<file path="config.mk">
export PLATFORM = sky130hd
export DESIGN_NAME = length_framed_packet_crc_checker_core
export DESIGN_NICKNAME = d
export VERILOG_FILES = /design/src/design/lfpc_pkg.sv /design/src/design/length_framed_packet_crc_checker_core.sv /design/src/design/lfpc_deframer.sv /design/src/design/lfpc_out_fifo.sv
export VERILOG_INCLUDE_DIRS = /design/src /design/src/design
export SDC_FILE = /design/constraint.sdc
export NUM_CORES = 1
export LEC_CHECK = 0
export BUFFER_PORTS_ARGS = -buffer_cell sky130_fd_sc_hd__buf_2
export CORE_MARGIN = 2
export CORE_UTILIZATION = 65
export CTS_CLUSTER_SIZE = 8
export DETAILED_ROUTE_END_ITERATION = 8
export PLACE_DENSITY = 0.81
export SYNTH_ARGS = -nofsm -noshare
export SYNTH_HDL_FRONTEND = slang
export SYNTH_SLANG_ARGS = --single-unit
</file>
<file path="constraint.sdc">
create_clock -name clk -period 23.3 [get_ports clk]
set_input_delay 3.495 -clock clk [delete_from_list [all_inputs] [get_ports clk]]
set_output_delay 3.495 -clock clk [all_outputs]
set_load 0.01 [all_outputs]
</file>
<file path="src/design/length_framed_packet_crc_checker_core_macros.svh">
`ifndef LENGTH_FRAMED_PACKET_CRC_CHECKER_CORE_MACROS_SVH
`define LENGTH_FRAMED_PACKET_CRC_CHECKER_CORE_MACROS_SVH

// same-cycle implication, sampled on clk, off during reset
`define LFPC_ASSERT(label, ante, cons) \
    label: assert property (@(posedge clk) disable iff (!rst_n) (ante) |-> (cons)) \
        else $error("lfpc assertion failed");

// next-cycle implication, sampled on clk, off during reset
`define LFPC_ASSERT_NEXT(label, ante, cons) \
    label: assert property (@(posedge clk) disable iff (!rst_n) (ante) |=> (cons)) \
        else $error("lfpc assertion failed");

`endif

</file>
<file path="src/design/lfpc_pkg.sv">
package lfpc_pkg;

    localparam logic [15:0] CRC_INIT       = 16'h1D0F;
    localparam logic [15:0] CRC_XOROUT     = 16'hFFFF;
    localparam logic [15:0] CRC_POLY       = 16'h1021;
    localparam logic [16:0] LONG_OVERHEAD  = 17'd5;
    localparam logic [16:0] SHORT_OVERHEAD = 17'd3;
    localparam logic [16:0] LONG_HEADER    = 17'd3;
    localparam logic [16:0] SHORT_HEADER   = 17'd1;
    localparam logic [15:0] LIMIT_RESET    = 16'd1024;
    localparam int          FIFO_DEPTH     = 4;

    localparam logic [1:0] STATUS_OK   = 2'd0;
    localparam logic [1:0] STATUS_CRC  = 2'd1;
    localparam logic [1:0] STATUS_FAIL = 2'd2;

    typedef struct packed {
        logic        is_end;
        logic [7:0]  data;
        logic [1:0]  status;
        logic [15:0] length;
    } lfpc_item_t;

    typedef struct packed {
        logic [1:0] n;
        lfpc_item_t first;
        lfpc_item_t second;
    } lfpc_push_t;

    function automatic logic [15:0] crc_byte(input logic [15:0] crc, input logic [7:0] b);
        logic [15:0] c;
        c = crc ^ {b, 8'h00};
        for (int i = 0; i < 8; i++)
        begin
            if (c[15])
            begin
                c = {c[14:0], 1'b0} ^ CRC_POLY;
            end
            else
            begin
                c = {c[14:0], 1'b0};
            end
        end
        return c;
    endfunction

endpackage

</file>
<file path="src/design/length_framed_packet_crc_checker_core.sv">
// Channel  Direction  Handshake             Fields
// in       input      in_valid / in_ready   rx_byte, abort
// out      output     out_valid / out_ready is_end, payload_byte, status, payload_length
// config   input      buffer_limit_we       buffer_limit
//
// One byte per cycle while the output queue has room: a held input byte is processed
// (byte-wide CRC step, length compare) and its results land in the output queue.
// An overflowing payload byte yields two results, so the output side sets the long-run rate.
// A result is shown once its byte has left the hold register and been written to the queue.
// rst_n clears packet state, buffer_limit to 1024, and empties the output queue.
// A stalled output holds the input side off once the queue has fewer than two free entries.
module length_framed_packet_crc_checker_core
    import lfpc_pkg::*;
#(
    parameter int OUT_DEPTH = FIFO_DEPTH
)
(
    input  logic        clk,
    input  logic        rst_n,
    input  logic        in_valid,
    output logic        in_ready,
    input  logic [7:0]  rx_byte,
    input  logic        abort,
    input  logic        buffer_limit_we,
    input  logic [15:0] buffer_limit,
    output logic        out_valid,
    input  logic        out_ready,
    output logic        is_end,
    output logic [7:0]  payload_byte,
    output logic [1:0]  status,
    output logic [15:0] payload_length
);

    logic       room;
    logic       push_valid;
    lfpc_push_t push;

    lfpc_deframer u_deframer (
        .clk             (clk),
        .rst_n           (rst_n),
        .in_valid        (in_valid),
        .in_ready        (in_ready),
        .rx_byte         (rx_byte),
        .abort           (abort),
        .buffer_limit_we (buffer_limit_we),
        .buffer_limit    (buffer_limit),
        .room            (room),
        .push_valid      (push_valid),
        .push            (push)
    );

    lfpc_out_fifo #(
        .DEPTH (OUT_DEPTH)
    ) u_out_fifo (
        .clk            (clk),
        .rst_n          (rst_n),
        .push_valid     (push_valid),
        .push           (push),
        .room           (room),
        .out_valid      (out_valid),
        .out_ready      (out_ready),
        .is_end         (is_end),
        .payload_byte   (payload_byte),
        .status         (status),
        .payload_length (payload_length)
    );

endmodule

</file>
<file path="src/design/lfpc_deframer.sv">
`include "length_framed_packet_crc_checker_core_macros.svh"

module lfpc_deframer
    import lfpc_pkg::*;
(
    input  logic        clk,
    input  logic        rst_n,
    input  logic        in_valid,
    output logic        in_ready,
    input  logic [7:0]  rx_byte,
    input  logic        abort,
    input  logic        buffer_limit_we,
    input  logic [15:0] buffer_limit,
    input  logic        room,
    output logic        push_valid,
    output lfpc_push_t  push
);

    logic        hold_valid_reg, hold_valid_next;
    logic [7:0]  hold_byte_reg;
    logic        hold_abort_reg;
    logic [15:0] limit_reg;

    logic [15:0] count_reg, count_next;
    logic        long_reg, long_next;
    logic        known_reg, known_next;
    logic [15:0] decl_reg, decl_next;
    logic [7:0]  high_reg, high_next;
    logic [15:0] crc_reg, crc_next;
    logic [7:0]  rxh_reg, rxh_next;

    logic        step_fire;
    logic        accept;
    logic        pay_v, end_v, just;
    logic [1:0]  end_status;
    logic [15:0] end_len;
    logic [16:0] idx17, count17, hdr_end, total;
    logic [15:0] crc_fed;
    lfpc_item_t  pay_item, end_item;

    assign step_fire = hold_valid_reg && room;
    assign in_ready  = !hold_valid_reg || step_fire;
    assign accept    = in_valid && in_ready;

    always_comb
    begin
        hold_valid_next = hold_valid_reg;
        if (accept)
        begin
            hold_valid_next = 1'b1;
        end
        else if (step_fire)
        begin
            hold_valid_next = 1'b0;
        end
    end

    always_ff @(posedge clk or negedge rst_n)
    begin
        if (!rst_n)
        begin
            hold_valid_reg <= 1'b0;
            limit_reg      <= LIMIT_RESET;
        end
        else
        begin
            hold_valid_reg <= hold_valid_next;
            if (buffer_limit_we)
            begin
                limit_reg <= buffer_limit;
            end
        end
    end

    always_ff @(posedge clk)
    begin
        if (accept)
        begin
            hold_byte_reg  <= rx_byte;
            hold_abort_reg <= abort;
        end
    end

    always_comb
    begin
        count_next = count_reg;
        long_next  = long_reg;
        known_next = known_reg;
        decl_next  = decl_reg;
        high_next  = high_reg;
        crc_next   = crc_reg;
        rxh_next   = rxh_reg;
        pay_v      = 1'b0;
        end_v      = 1'b0;
        just       = 1'b0;
        end_status = STATUS_OK;
        end_len    = 16'd0;
        idx17      = {1'b0, count_reg};
        count17    = idx17 + 17'd1;
        hdr_end    = {1'b0, decl_reg} + (long_reg ? LONG_HEADER : SHORT_HEADER);
        crc_fed    = crc_byte(crc_reg, hold_byte_reg);
        total      = 17'd0;

        if (hold_abort_reg)
        begin
            if (count_reg != 16'd0)
            begin
                end_v      = 1'b1;
                end_status = STATUS_FAIL;
            end
        end
        else
        begin
            if (count_reg == 16'd0)
            begin
                crc_next = crc_fed;
                if (hold_byte_reg != 8'd0)
                begin
                    decl_next  = {8'd0, hold_byte_reg};
                    known_next = 1'b1;
                    just       = 1'b1;
                end
                else
                begin
                    long_next = 1'b1;
                end
            end
            else if (long_reg && count_reg == 16'd1)
            begin
                crc_next  = crc_fed;
                high_next = hold_byte_reg;
            end
            else if (long_reg && count_reg == 16'd2)
            begin
                crc_next   = crc_fed;
                decl_next  = {high_reg, hold_byte_reg};
                known_next = 1'b1;
                just       = 1'b1;
            end
            else if (idx17 < hdr_end)
            begin
                crc_next = crc_fed;
                pay_v    = 1'b1;
            end
            else if (idx17 == hdr_end)
            begin
                rxh_next = hold_byte_reg;
            end

            total = {1'b0, decl_next} + (long_next ? LONG_OVERHEAD : SHORT_OVERHEAD);

            if (known_next && count17 >= total)
            begin
                end_v = 1'b1;
                if ((crc_next ^ CRC_XOROUT) == {rxh_next, hold_byte_reg})
                begin
                    end_status = STATUS_OK;
                    end_len    = decl_next;
                end
                else
                begin
                    end_status = STATUS_CRC;
                end
            end
            else if (count17 >= {1'b0, limit_reg} || (just && {1'b0, limit_reg} < total))
            begin
                end_v      = 1'b1;
                end_status = STATUS_FAIL;
            end
            else
            begin
                count_next = count17[15:0];
            end
        end

        if (end_v)
        begin
            count_next = 16'd0;
            long_next  = 1'b0;
            known_next = 1'b0;
            decl_next  = 16'd0;
            high_next  = 8'd0;
            crc_next   = CRC_INIT;
            rxh_next   = 8'd0;
        end
    end

    always_ff @(posedge clk or negedge rst_n)
    begin
        if (!rst_n)
        begin
            count_reg <= 16'd0;
            long_reg  <= 1'b0;
            known_reg <= 1'b0;
            decl_reg  <= 16'd0;
            high_reg  <= 8'd0;
            crc_reg   <= CRC_INIT;
            rxh_reg   <= 8'd0;
        end
        else if (step_fire)
        begin
            count_reg <= count_next;
            long_reg  <= long_next;
            known_reg <= known_next;
            decl_reg  <= decl_next;
            high_reg  <= high_next;
            crc_reg   <= crc_next;
            rxh_reg   <= rxh_next;
        end
    end

    always_comb
    begin
        pay_item        = '0;
        pay_item.data   = hold_byte_reg;
        end_item        = '0;
        end_item.is_end = 1'b1;
        end_item.status = end_status;
        end_item.length = end_len;
        push_valid      = step_fire;
        push.n          = {1'b0, pay_v} + {1'b0, end_v};
        push.first      = pay_v ? pay_item : end_item;
        push.second     = end_item;
    end

    `LFPC_ASSERT(a_pair_is_fail, step_fire && pay_v && end_v, end_status == STATUS_FAIL)
    `LFPC_ASSERT_NEXT(a_clear_after_end, step_fire && end_v, count_reg == 16'd0 && !known_reg)
    `LFPC_ASSERT(a_idle_state_clean, count_reg == 16'd0, crc_reg == CRC_INIT && !long_reg)

endmodule

</file>
<file path="src/design/lfpc_out_fifo.sv">
`include "length_framed_packet_crc_checker_core_macros.svh"

module lfpc_out_fifo
    import lfpc_pkg::*;
#(
    parameter int DEPTH = FIFO_DEPTH
)
(
    input  logic        clk,
    input  logic        rst_n,
    input  logic        push_valid,
    input  lfpc_push_t  push,
    output logic        room,
    output logic        out_valid,
    input  logic        out_ready,
    output logic        is_end,
    output logic [7:0]  payload_byte,
    output logic [1:0]  status,
    output logic [15:0] payload_length
);

    localparam int PW = (DEPTH > 1) ? $clog2(DEPTH) : 1;
    localparam int CW = $clog2(DEPTH + 1);
    localparam logic [CW-1:0] ROOM_MAX  = CW'(DEPTH - 2);
    localparam logic [CW-1:0] DEPTH_CNT = CW'(DEPTH);
    localparam logic [PW-1:0] LAST_PTR  = PW'(DEPTH - 1);

    lfpc_item_t mem [DEPTH];

    logic [PW-1:0] wr_ptr_reg, wr_ptr_next;
    logic [PW-1:0] rd_ptr_reg, rd_ptr_next;
    logic [CW-1:0] count_reg, count_next;
    logic [PW-1:0] wr_ptr_p1;
    logic [1:0]    push_n;
    logic          pop;
    lfpc_item_t    head;

    function automatic logic [PW-1:0] bump(input logic [PW-1:0] p);
        return (p == LAST_PTR) ? '0 : p + PW'(1);
    endfunction

    assign push_n    = push_valid ? push.n : 2'd0;
    assign pop       = out_valid && out_ready;
    assign out_valid = count_reg != '0;
    assign room      = count_reg <= ROOM_MAX;
    assign wr_ptr_p1 = bump(wr_ptr_reg);

    always_comb
    begin
        wr_ptr_next = wr_ptr_reg;
        case (push_n)
            2'd1: wr_ptr_next = wr_ptr_p1;
            2'd2: wr_ptr_next = bump(wr_ptr_p1);
            default: wr_ptr_next = wr_ptr_reg;
        endcase
        rd_ptr_next = pop ? bump(rd_ptr_reg) : rd_ptr_reg;
        count_next  = count_reg + CW'(push_n) - CW'(pop);
    end

    always_ff @(posedge clk or negedge rst_n)
    begin
        if (!rst_n)
        begin
            wr_ptr_reg <= '0;
            rd_ptr_reg <= '0;
            count_reg  <= '0;
        end
        else
        begin
            wr_ptr_reg <= wr_ptr_next;
            rd_ptr_reg <= rd_ptr_next;
            count_reg  <= count_next;
        end
    end

    always_ff @(posedge clk)
    begin
        if (push_n != 2'd0)
        begin
            mem[wr_ptr_reg] <= push.first;
        end
        if (push_n == 2'd2)
        begin
            mem[wr_ptr_p1] <= push.second;
        end
    end

    assign head           = mem[rd_ptr_reg];
    assign is_end         = head.is_end;
    assign payload_byte   = head.data;
    assign status         = head.status;
    assign payload_length = head.length;

    `LFPC_ASSERT(a_no_overrun, push_n != 2'd0, count_reg <= ROOM_MAX)
    `LFPC_ASSERT(a_count_bound, 1'b1, count_reg <= DEPTH_CNT)

endmodule
</file>
==> metrics.txt <==
Async S/R FF share, synth=between 40% and 50%; setup repair after global routing missed its margin=false; Crit-path slowest cell=a21oi_1; number of synthesized flops with an enable pin=81; worst hold start=u_out_fifo.mem[3][26]; Mean Syn Cell Area=about 11 µm²; register-to-register setup slack=13.87 ns; Mapped Cells=around 1.2k; Max FO, Critical Path=18; largest net degree at the start of global routing=between 60 and 70; Final #Nets=around 1.3k; CP dominant cell by count=nand2_1; Clock Latency Late Sink=approximately 0.56 ns; Clock H-tree levels=1; Global Route Usage Sum=34.0%; GPL Wtd Cong=about 0.98; vias post-DR=about 9.9k; vias per cell=6.64; WP buf/inv=3; Die Area=roughly 0.020 mm²; die width=about 140 µm; period utilization=between 40% and 50%; cts hold-fix bufs=0; residual DRC count=1; Critical Path Source Type=flip-flop; Clk pin slew, worst setup/hold paths=~0.050 ns; Routed Wire Length=33900 µm; static leakage power=between 6 and 7 nW; Slew headroom=around 16%; Max-Cap Viols=0; I/O Pins=~60; actual slew at the worst max-slew pin=1.25 ns; Fin. Hold Viols=0; max FFs per register=108; worst reg2reg startpoint=u_deframer.count_reg[0]; flops & latches, synth=about 210; Root Driver=clkbuf_16; maximum vdd ir drop=between 70 and 80 µV; Core Region=0.0188 mm²; Post-CTS Resized=0; Setup Skew=roughly 0.028 ns; Initial DRT Pass Iterations=8; initial antenna violation count=0; crit path from=u_deframer.count_reg[0]; arrival time worst endpoint=9.81 ns; Synth top area share=about a fifth; CTS max path bufs=3; Crit path largest cell delay=1.00 ns; Period minus WS final=between 9 and 10 ns; initial core utilization=between 60% and 70%; WS Path Type=reg2reg; vias in the first global route=a little under 10k; leading post-synthesis cells by cell area=edfxtp_1 (19%), dfrtp_1 (16%), ha_1 (8.2%); setup TNS=0 ns; Cell Pwr Density=119 mW/mm²; Die H=around 140 µm; setup violators final=0; Buffers on Ports=58; Top reg by flops=u_out_fifo.mem; routed len/inst=between 20 and 25 µm; Clock Sinks=between 200 and 250; Initial DRC Count=around 1.1k; Largest delay share family, worst path=compound AO/OA/AOI/OAI gates; dpl hpwl=between 20000 and 25000 µm; CTS tree=yes; Remaining Overflow, GRT=0; first-pass GRT wire length=approximately 53000 µm; failing checks=DRC; Worst EP required=23.68 ns; HP Class=reg2reg; outcome=finished with violations; row cnt=50; Post-Syn Area=0.0125 mm²; antenna diode count=0; Area Overhead vs Synth=10.1%; Post-CTS Setup Bufs=0; number of antenna-violating nets in the routed design=0; Yosys warnings=0; total power=around 1.6 mW; crit end category=flip-flop; Yosys cell types=87; Slew Limit Fails=0; share of layout cells above drive strength 1=14.0%; ys flop type=edfxtp_1; syn nets=1283; dominant cell type by area after synthesis=edfxtp_1; Num CTS Buffers=29; sequential fraction of the synthesis area=a little over two fifths; FMAX=between 100 and 150 MHz
worst register-to-register path: cells and delay by family (launching register included):
family / cells / cell delay, ns
adders and majority gates: 6 / 1.98
buffers and inverters: 3 / 0.47
DFF: 1 / 0.53
and+or+nand+nor: 12 / 2.09
AOI/OAI and AO/OA: 9 / 3.74
muxes: 1 / 0.37
xor gates and xnor gates: 1 / 0.06
final timing paths:
check,depth (start not counted),end
setup / recovery,32,u_out_fifo.mem[0][16]
max in group asynchronous,2,u_deframer.high_reg[7]
min in group asynchronous,1,u_deframer.crc_reg[14]
hold reg to reg,1,u_out_fifo.mem[3][26]
hold / removal,1,u_out_fifo.mem[3][26]
setup reg to reg,32,u_out_fifo.mem[0][16]
cells by family (layout without fill, tap and decap cells):
| logic type | count (synthesis) | count (layout) | share of synthesized area [%] |
|---|---|---|---|
| AOI/OAI and AO/OA | 270 | 270 | 15.8 |
| xor gates and xnor gates | 82 | 82 | 5.90 |
| adders and majority gates | 86 | 86 | 8.75 |
| buffers and inverters | 118 | 179 | 4.04 |
| DFF | 207 | 207 | 43.2 |
| muxes | 39 | 39 | 5.87 |
| and+or+nand+nor | 366 | 366 | 16.5 |
layout by cell type, fill, tap and decap left out, types with 45 or more instances in the layout:
master,netlist,final
o21ai_0,48,48
a22o_1,56,56
buf_2,6,57
ha_1,82,82
a21oi_1,45,45
edfxtp_1,81,81
dfrtp_1,81,80
inv_1,51,51
nand2_1,87,87
and3_1,79,79
nor2_1,50,50
layer usage:
| metal | share of wire [%] | track usage (%) |
|---|---|---|
| met5 | 0 | 0 |
| met4 | 4.7 | 15.0 |
| met3 | 10 | 6.27 |
| met2 | 46 | 54.3 |
| met1 | 39 | 45.6 |
through the flow:
step	hold slack [ns]	area [µm²]	setup slack [ns]	cells	utilization, %
floorplan	0.419	12500	15.57	1168	-
global placement	0.431	13000	14.57	1435	68.9
detailed placement	0.441	13000	14.16	1435	68.9
CTS	0.452	13800	14.07	1489	73.3
global route	0.470	13800	13.31	1489	73.3
finish	0.453	13800	13.87	1489	73.3
where the power goes:
group	internal [mW]	leakage, nW	switching, mW
Sequential	0.463	2.23	0.0799
Combinational	0.287	3.44	0.416
Clock	0.234	0.396	0.158
cells in the mapped netlist (11+ instances only):
master / count
a21o_1: 20
a21oi_1: 45
a22o_1: 56
a32o_1: 18
and3_1: 79
clkbuf_1: 50
dfrtp_1: 81
dfxtp_1: 36
edfxtp_1: 81
ha_1: 82
inv_1: 51
mux4_2: 27
nand2_1: 87
nand2b_1: 11
nand3_1: 32
nand4_1: 18
nor2_1: 50
nor3_1: 19
o21ai_0: 48
xnor2_1: 44
xor2_1: 36
layout make-up:
type                            instances  area (µm²)
Clock buffer                           53         816
Clock inverter                          1        20.0
Fill cell                            1312        5030
Inverter                               51         191
Multi-Input combinational cell        843        6620
Sequential cell                       207        5420
Tap cell                              260         325
Timing Repair Buffer                   74         413
No activity file was read; power rests on OpenSTA's default activity.
